$ cat config.mk
export PLATFORM = sky130hd
export DESIGN_NAME = cbf_seq
export DESIGN_NICKNAME = d
export VERILOG_FILES = /design/src/design/cbf_pkg.sv /design/src/design/cbf_seq.sv
export SDC_FILE = /design/constraint.sdc
export NUM_CORES = 1
export LEC_CHECK = 0
export BUFFER_PORTS_ARGS = -buffer_cell sky130_fd_sc_hd__clkbuf_2
export CAP_MARGIN = 30
export CORE_AREA = 2 2 206 208
export CTS_CLUSTER_DIAMETER = 80
export DETAILED_ROUTE_END_ITERATION = 16
export DIE_AREA = 0 0 208 210
export RECOVER_POWER = 25
export SYNTH_ARGS = -nofsm -noshare
export SYNTH_HDL_FRONTEND = slang
export SYNTH_SLANG_ARGS = --single-unit
$ cat constraint.sdc
create_clock -name clk -period 9.3 [get_ports clk]
set_input_delay 0.465 -clock clk [delete_from_list [all_inputs] [get_ports clk]]
set_output_delay 0.465 -clock clk [all_outputs]
set_load 0.02 [all_outputs]
$ cat src/design/cbf_pkg.sv
`default_nettype none
// ----------------------------------------------------------------------------
// cbf_pkg : shared types and constants for the cubic Bezier flattener
// Holds the control tag carried alongside vertex data, the depth of the
// constant divider and the constant function that builds the Bernstein
// weight table.
// ----------------------------------------------------------------------------
package cbf_pkg;

	// Sample counter width, enough for the largest supported step count
	localparam int K_WIDTH = 6;

	// Register stages in the reciprocal divider
	localparam int DIV_LAT = 3;

	// Per-vertex control tag
	typedef struct packed {
		logic               valid;
		logic [K_WIDTH-1:0] k;
		logic               last;
	} tag_t;

	// Bernstein weight i at sample k, scaled by steps^3 (elaboration only)
	function automatic int bern_weight(input int steps, input int i, input int k);
		int r;
		int w;
		r = steps - k;
		unique case (i)
			0:       w = r * r * r;
			1:       w = 3 * r * r * k;
			2:       w = 3 * r * k * k;
			default: w = k * k * k;
		endcase
		return w;
	endfunction

endpackage : cbf_pkg
`default_nettype wire

$ cat src/design/cbf_seq.sv
`default_nettype none
// ----------------------------------------------------------------------------
// cbf_seq : request capture and vertex sequencer
// Latches the control points of a request and steps the sample number
// k from 0 to STEPS, one vertex per cycle.
// ----------------------------------------------------------------------------
module cbf_seq import cbf_pkg::*; #(
	parameter int STEPS       = 10,
	parameter int COORD_WIDTH = 32
) (
	input  wire                          clk,
	input  wire                          arst_n,
	input  wire                          start,
	output logic                         busy,
	input  wire  signed [COORD_WIDTH-1:0] pts_in [8],
	output logic signed [COORD_WIDTH-1:0] pts    [8],
	output tag_t                         issue
);

	localparam logic [K_WIDTH-1:0] K_LAST = K_WIDTH'(STEPS);

	logic signed [COORD_WIDTH-1:0] pts_q [8];
	logic [K_WIDTH-1:0]            k_q;
	logic                          active_q;
	logic                          accept;

	// a new request may land on the cycle that issues the final vertex
	assign busy   = active_q && (k_q != K_LAST);
	assign accept = start && !busy;

	// sample counter
	always_ff @(posedge clk or negedge arst_n) begin
		if (!arst_n) begin
			active_q <= 1'b0;
			k_q      <= '0;
		end else if (accept) begin
			active_q <= 1'b1;
			k_q      <= '0;
		end else if (active_q) begin
			if (k_q == K_LAST) begin
				active_q <= 1'b0;
			end else begin
				k_q <= k_q + 1'b1;
			end
		end
	end

	// control points, held for the whole curve
	always_ff @(posedge clk) begin
		if (accept) begin
			pts_q <= pts_in;
		end
	end

	assign pts         = pts_q;
	assign issue.valid = active_q;
	assign issue.k     = k_q;
	assign issue.last  = (k_q == K_LAST);

endmodule : cbf_seq
`default_nettype wire

==> metrics.cfg, run 1 <==
[synth]
synth_cells=295
synth.yosys.seq_area_share_pct=97.34
syn-num-nets=556
netlist_area_sq_mm=0.008078
yosysUniqueCellTypes=22
avgSynthCellArea_sq_um=27.38
synth_warnings=0
ys_ff_latch=263

[timing]
hold_violations=0
slew_violations=0
setup_viol=0
fmax_ghz=0.2676
tns_ps=0
final.setup_skew_ps=12.48
period_minus_slack_ps=3737
rsz0062_at_grt=false
max_slew_margin_pct=34.39
worst_slew_pin_slew_ps=984.2
finalCritPeriodShare_pct=40.18

[critical_path]
worstSetupEndpointType=register
crit_type=register to register
crit_arrival_ps=3900
reg2reg_depth=5
critPathLaunchType=register
crit_top_cell=buf_4
cp.required_ps=9470
rrSetupSlack_ps=5560
slowest_delay_ps=820
r2r-start=k_q[2]
reg2reg_to=pts[103]
worstPathCellList=or3b_4 > o21ai_4 > and2_4 > buf_4 > buf_4
crit_path_max_fanout=73
slowest_stage=buf_4

[layout]
stdcell_area_sq_mm=0.01226
syn_to_final_growth_pct=51.75
drive_gt1_share_pct=65.25
fin_nets=1112

[die]
rows=75
dieArea_sq_mm=0.04368
initial_core_util_pct=19.48
core_area_sq_mm=0.04148
die_h_um=210
die_x_um=208
ios=524

[routing]
num_vias=5094
wl_mm=24.05
viasPerCell=3.605
drtIter0Drc=226
drtPass1Iterations=4
ant_nets=0
drc_errors=0
routedWlPerCell_um=17.02

[clock_network]
clockRootBuffer=clkbuf_16
clk_path_buf_depth=3
htreeDepth=1
clk_latency_ps=540
cts_made_buffers=29
cts_tree=built
clock-sinks=263
cts.reportedPaths.clkPinSlew_ps=60

[place]
portBuffers=523
place_hpwl_mm=19.22
dpl_cell_area_sq_mm=0.01138
routabilityCongestion=0.7767

[global_route]
grt_pass1_vias=5379
met1_usage_pct=11.68
grt-busiest-layer=met2
antenna_found_initial=8
grt_use_total_pct=10.42
grt_overflow_total=0
grt_pass1_wl_mm=34.09
grtUsageMet2_pct=16.94
use_met3_pct=5.587
grt_max_degree=79

[worst_hold_path]
min_path_cells=1
holdPathEnd=pts[140]
hp-class=input port to register
hp-start=pts_in[140]

[power]
vdd_drop_max_mv=0.1395
p_per_area_mw_per_mm2=248.2
power.leakage_nw=5.089

[status]
status=finished clean

[run]
max_cap_violations=0

state kept, by name, indices dropped and copies added, names as in the netlist:
register / flops
k_q: 6
active_q: 1
pts: 256
synthesized netlist by cell type:
cell type | number | area share, %
o221ai_1 | 1 | 0.11
buf_4 | 1 | 0.093
nand2b_1 | 2 | 0.15
mux2i_1 | 3 | 0.37
a21oi_1 | 2 | 0.12
xor2_1 | 1 | 0.11
nor2b_1 | 1 | 0.077
edfxtp_1 | 256 | 95
ha_1 | 2 | 0.31
o31ai_1 | 1 | 0.093
o21ai_1 | 1 | 0.062
nand3_1 | 1 | 0.062
o21ai_0 | 1 | 0.062
dfrtp_1 | 7 | 2.2
inv_1 | 3 | 0.14
clkbuf_1 | 1 | 0.046
nor2_1 | 2 | 0.093
nand4_1 | 2 | 0.15
o21ai_4 | 1 | 0.20
or3b_4 | 1 | 0.14
nand2_1 | 4 | 0.19
and2_1 | 1 | 0.077
kinds of logic after synthesis:
logic type	after synthesis	share of synthesized area, %
AOI/OAI and AO/OA	7	0.6506
and+or+nand+nor	14	0.9448
buffers and inverters	5	0.2788
adders and majority gates	2	0.3097
muxes	3	0.3718
xor gates and xnor gates	1	0.1084
DFF	263	97.34
per-layer routing:
metal  vias to the layer above  wire length, um
met5                         -               50
met4                         8              566
met3                        47             3239
met2                       325            11370
met1                      2409             8824
li1                       2305                -
layout by cell type, fill, tap and decap left out, types with 3 or more instances in the layout:
cell type	n
inv_1	3
clkbuf_16	29
dfrtp_1	7
edfxtp_1	256
nand2_1	4
clkbuf_2	523
clkinv_1	7
clkbuf_1	5
clkinv_2	7
buf_4	3
mux2i_1	3
how the worst max path moves through the flow:
| stage | from | end | slack [ps] |
|---|---|---|---|
| global route | k_q[2] | pts[24] | 5280 |
| detailed placement | k_q[2] | pts[235] | 5530 |
| floorplan | k_q[3] | pts[0] | 1640 |
| finish | k_q[2] | pts[103] | 5560 |
| CTS | k_q[2] | pts[155] | 5530 |
| global placement | k_q[2] | pts[213] | 5650 |
stage by stage:
step                setup slack, ps  power [W]  hold slack, ps  instances  utilization [%]
floorplan                      1640   0.001845           169.4        295                -
global placement               5650   0.002024           312.6       1358            27.44
detailed placement             5526   0.002035           311.9       1358            27.44
CTS                            5532   0.003093           60.94       1411            29.54
global route                   5283   0.003172           65.87       1411            29.54
finish                         5563   0.003042           93.10       1413            29.55
critical path, delay by kind of cell (launching register included):
| kind | cells | cell delay [ps] |
|---|---|---|
| simple gates | 2 | 960 |
| compound gates | 1 | 250 |
| buf+inv | 2 | 1550 |
| flops | 1 | 450 |
report_power, final:
group,total (W),internal [W],leakage (nW),switching (W)
Combinational,0.000471,0.000142,2.27,0.000329
Clock,0.00104,0.000596,0.421,0.000448
Sequential,0.00153,0.00147,2.40,0.0000532
area by class of cell:
class                   count  area [sq um]
fillers                  4212         29220
flip-flops and latches    263          7863
repair buffers            527          2650
clock buffers              34         744.5
well taps                 539         674.4
multi-input cells          27         195.2
clock inverters            18         115.1
inverters                   3         11.26
diodes                      2         5.005
what timing repair did:
item / 4_1_cts / 5_1_grt
resized for setup: 0 / 0
hold buffers: 1 / 0
buffers inserted: 0 / 0
hold endpoints to repair: 7 / 0
Power figures use the tool's default switching activity.
==> inputs of run 2 (changes only) <==
==> constraint.sdc (replaced) <==
create_clock -name clk -period 3.5 [get_ports clk]
set_input_delay 0.175 -clock clk [delete_from_list [all_inputs] [get_ports clk]]
set_output_delay 0.175 -clock clk [all_outputs]
set_load 0.02 [all_outputs]
==> run 2 against run 1 <==
Against the previous run: via count up 21%; critical path type unchanged; routed wire length rose by 15%; flip-flop and latch count stayed put; register-to-register slack lost 4600 ps; sequential share of layout area fell by 12 points; total power rose to 2.8 times the previous value; setup slack worse by 4600 ps; cell count increased by 19%.
==> metrics.cfg, run 2 (synthesis results as in run 1) <==
[die]
die_x_um=208
initial_core_util_pct=19.48
die_h_um=210
core_area_sq_mm=0.04148
ios=524
dieArea_sq_mm=0.04368
rows=75

[power]
pwr-share-seq_pct=47.5
clockPowerShare_pct=34.0
total_power_w=0.008544
combPwrFrac_pct=18.4
p_int_w=0.006208
vdd_drop_max_mv=0.5088
p_per_area_mw_per_mm2=570.3
power.leakage_nw=6.217
p_sw_w=0.002335
switching_share_pct=27.34

[layout]
fin_nets=1381
stdcell_area_sq_mm=0.01498
largest_register_ffs=256
syn_to_final_growth_pct=85.46
layout_common_cells=clkbuf_2 (510), dlygate4sd3_1 (258), edfxtp_1 (256)
drive_gt1_share_pct=49.82
layout_commonest_cell=clkbuf_2
final_core_utilization_pct=36.12

[routing]
routedWlPerCell_um=16.51
drtIter0Drc=220
ant_nets=0
num_vias=6177
viasPerCell=3.677
wl_mm=27.74
drc_errors=0
drtPass1Iterations=4

[timing]
slew_violations=0
finalCritPeriodShare_pct=71.22
period_minus_slack_ps=2493
setup_viol=0
final.setup_skew_ps=23.35
hold_violations=0
rsz0062_at_grt=false
tns_ps=0
fmax_ghz=0.4012
worst_slew_pin_slew_ps=540.2
max_slew_margin_pct=63.99

[critical_path]
slowest_delay_ps=450
crit_type=register to register
critPathLaunchType=register
cp.required_ps=3680
worstSetupEndpointType=register
worstPathCellList=or3b_4 > o21ai_4 > and2_4 > buf_12
slowest_stage=dfrtp_1
crit_arrival_ps=2670
crit_path_max_fanout=94

[clock_network]
cts_setup_buffers=0
cts_made_buffers=28
clockRootBuffer=clkbuf_16
cts.reportedPaths.clkPinSlew_ps=60
clk_latency_ps=560
clk_path_buf_depth=3
clock-sinks=263
htreeDepth=1
cts_tree=built

[global_route]
grt_use_total_pct=12.10
antenna_found_initial=1
grt_pass1_vias=6801
grt_max_degree=95
grt_pass1_wl_mm=40.10
grt_overflow_total=0

[place]
dpl_cell_area_sq_mm=0.01152
routabilityCongestion=0.8140
place_hpwl_mm=19.73
portBuffers=523

[status]
status=finished clean

[worst_hold_path]
hp-class=input port to asynchronous set/reset pin

[run]
max_cap_violations=0

## run 2: metal layers
metal  GRT usage, %  up-vias  routed length [um]  part of all wire (%)
met4          4.084        0                 903                   3.3
met2          22.09      346               14260                    51
met3          4.023       52                2307                   8.3
li1               -     2847                   -                     -
met1          13.14     2932               10260                    37
met5              0        -                   0                     0
## run 2: final timing paths
kind,from,endpoint,slack (ps),depth (start not counted)
max,k_q[2],pts[106],1010,4
min,arst_n,k_q[1],140,2
max reg2reg,k_q[2],pts[106],1010,4
min reg2reg,k_q[5],k_q[5],540,1
max in group asynchronous,arst_n,k_q[2],3050,2
min in group clk,pts_in[139],pts[139],320,2
## run 2: worst max-delay path: cells and delay by family (launching register included)
family,cells,cell delay [ps]
buf+inv,1,410
compound gates,1,250
flops,1,450
simple gates,2,880
## run 2: metrics by stage
stage | setup WS (ps) | hold WS, ps | instances
after floorplan | 76.46 | -120.6 | 295
after global placement | 1085 | 28.31 | 1371
after detailed placement | 1052 | 28.97 | 1371
after CTS | 1017 | 34.75 | 1679
after global routing | 897.7 | 173.3 | 1680
final | 1007 | 144.9 | 1680
## run 2: area by class of cell
type | count | area (sq um)
Clock buffer | 32 | 715.7
Timing Repair Buffer | 797 | 5341
Sequential cell | 263 | 7863
Inverter | 3 | 11.26
Antenna cell | 1 | 2.502
Multi-Input combinational cell | 27 | 195.2
Clock inverter | 18 | 177.7
Tap cell | 539 | 674.4
Fill cell | 3943 | 26500
## run 2: what timing repair did
action,CTS,global route
gates resized for setup,0,0
hold buffers,258,0
endpoints found under the hold margin,268,0
## run 2: power by group through the flow
stage | registers (W) | clock network [W] | logic, W
floorplan | 0.00454 | 0 | 0.000274
global placement | 0.00411 | 0 | 0.00134
detailed placement | 0.00413 | 0 | 0.00135
CTS | 0.00407 | 0.00300 | 0.00159
global route | 0.00410 | 0.00311 | 0.00168
finish | 0.00406 | 0.00291 | 0.00158
==> inputs of run 3 (changes only) <==
==> constraint.sdc (replaced) <==
create_clock -name clk -period 2.5 [get_ports clk]
set_input_delay 0.125 -clock clk [delete_from_list [all_inputs] [get_ports clk]]
set_output_delay 0.125 -clock clk [all_outputs]
set_load 0.02 [all_outputs]
==> run 3 against run 2 <==
Against the previous run: maximum frequency is 13% higher; first-iteration DRC count is 11% higher; highest routed layer is now met5; critical path depth is 1 higher; setup slack worse by 710 ps; count of clock-buffer cells in the layout is 2 higher; sequential share of layout area is 0.22 points lower; clock skew is 9.2 ps lower; global-route usage hardly changed; register-to-register slack worse by 710 ps; critical endpoint is now pts[162]; non-clock buffer count is 7 higher.
==> metrics.cfg, run 3 (synthesis results as in run 1) <==
[clock_network]
clock-sinks=263
clockRootBuffer=clkbuf_16
clk_latency_ps=560
clk_path_buf_depth=3
cts.reportedPaths.clkPinSlew_ps=60
cts_setup_buffers=0
htreeDepth=1
cts_made_buffers=28
cts_tree=built

[global_route]
grt_pass1_vias=6801
grt_overflow_total=0
grt_use_total_pct=12.06
antenna_found_initial=3
grt_max_degree=49
grt_pass1_wl_mm=40.19

[layout]
n_fill_cell=3880
layout_commonest_cell=clkbuf_2
layout_common_cells=clkbuf_2 (507), dlygate4sd3_1 (259), edfxtp_1 (256)
drive_gt1_share_pct=49.96
stdcell_area_sq_mm=0.01505
largest_register_ffs=256
fin_nets=1388
syn_to_final_growth_pct=86.31

[place]
dpl_cell_area_sq_mm=0.01158
portBuffers=523
place_hpwl_mm=19.43
post-place-ws_ps=301.0
routabilityCongestion=0.7788

[die]
die_h_um=210
rows=75
dieArea_sq_mm=0.04368
die_x_um=208
core_area_sq_mm=0.04148
ios=524
initial_core_util_pct=19.48

[power]
clockPowerShare_pct=33.9
pwr-share-seq_pct=47.4
p_sw_w=0.003267
combPwrFrac_pct=18.7
p_per_area_mw_per_mm2=797.6
vdd_drop_max_mv=0.5738
power.leakage_nw=6.251
p_int_w=0.008736
switching_share_pct=27.21

[timing]
hold_ws_ps=273.0
worst_slew_pin_slew_ps=343.5
setup_viol=0
fmax_ghz=0.4532
period_minus_slack_ps=2206
setup_ws_ps=293.5
hold_violations=0
slew_violations=0
rsz0062_at_grt=false
final.setup_skew_ps=14.18
max_slew_margin_pct=77.02
finalCritPeriodShare_pct=88.26

[routing]
num_vias=6268
drtPass1Iterations=4
wl_mm=28.08
drc_errors=0
viasPerCell=3.715
ant_nets=0
routedWlPerCell_um=16.64
drtIter0Drc=245

[critical_path]
reg2reg_depth=5
critPathCapture=pts[162]
worstSetupEndpointType=register
crit_arrival_ps=2460
crit_type=register to register
slowest_delay_ps=450
worstPathCellList=or3b_4 > o21ai_4 > and2_4 > buf_12 > buf_4
cp.required_ps=2750
rrSetupSlack_ps=290
worstSetupStartpoint=k_q[2]
critPathLaunchType=register
slowest_stage=dfrtp_2
r2r-start=k_q[2]
crit_path_max_fanout=48
reg2reg_to=pts[162]

[worst_hold_path]
hp-class=input port to register

[run]
max_cap_violations=0

[status]
status=finished clean

-- run 3: cell count changes in the layout (fill, tap and decap cells not counted), moves of 2 or more --
cell,delta
dfrtp_2,+2
inv_6,-2
clkbuf_2,-3
dfrtp_1,-2
inv_8,+2
clkinv_1,-2
buf_4,+5
clkbuf_1,+5
-- run 3: layer usage --
| layer | part of all wire [%] | vias up | track usage [%] | routed length (um) |
|---|---|---|---|---|
| met3 | 9.2 | 60 | 4.648 | 2579 |
| met1 | 36 | 2991 | 12.77 | 10160 |
| met4 | 3.0 | 4 | 3.644 | 852 |
| li1 | - | 2855 | - | - |
| met2 | 52 | 358 | 22.11 | 14470 |
| met5 | 0.061 | - | 0 | 17 |
-- run 3: area by class of cell --
type | count | area, sq um | share of cell area, %
diodes | 1 | 2.502 | 0.01663
clock buffers | 34 | 723.2 | 4.805
clock inverters | 16 | 172.7 | 1.147
inverters | 3 | 11.26 | 0.07483
multi-input cells | 27 | 195.2 | 1.297
flip-flops and latches | 263 | 7865 | 52.26
well taps | 539 | 674.4 | 4.481
repair buffers | 804 | 5405 | 35.92
-- run 3: critical path, delay by kind of cell (launching register included) --
| family | cells | cell delay [ps] |
|---|---|---|
| flip-flops | 1 | 450 |
| AND/OR/NAND/NOR | 2 | 660 |
| AO/OA/AOI/OAI | 1 | 250 |
| buffers and inverters | 2 | 530 |
-- run 3: how the worst min path moves through the flow --
| stage | start | to | slack, ps | depth (start not counted) |
|---|---|---|---|---|
| final | pts_in[213] | pts[213] | 270 | 2 |
| after global routing | pts_in[2] | pts[2] | 240 | 2 |
| after CTS | pts_in[48] | pts[48] | 240 | 2 |
| after detailed placement | arst_n | k_q[5] | -10 | 1 |
| after global placement | arst_n | k_q[0] | -10 | 1 |
| after floorplan | arst_n | active_q | -170 | 0 |
-- run 3: repair_timing --
item | 4_1_cts | 5_1_grt
hold endpoints to repair | 269 | 0
setup endpoints to repair | 0 | 0
gates resized for setup | 0 | 0
hold buffers | 259 | 0
-- run 3: metrics by stage --
stage / utilization [%] / std cells / power (W) / TNS, ps
global placement: 27.92 / 1377 / 0.007665 / 0
finish: 36.28 / 1687 / 0.01200 / 0
CTS: 36.33 / 1686 / 0.01215 / 0
global route: 36.28 / 1687 / 0.01248 / 0
floorplan: - / 295 / 0.006742 / -225670
detailed placement: 27.92 / 1377 / 0.007700 / 0
-- run 3: power by group through the flow --
stage          clock (W)  sequential, W  combinational (W)
2_1_floorplan          0        0.00636           0.000384
3_3_place_gp           0        0.00576            0.00191
3_5_place_dp           0        0.00577            0.00193
4_1_cts          0.00421        0.00569            0.00226
5_1_grt          0.00436        0.00573            0.00239
6_report         0.00406        0.00569            0.00225
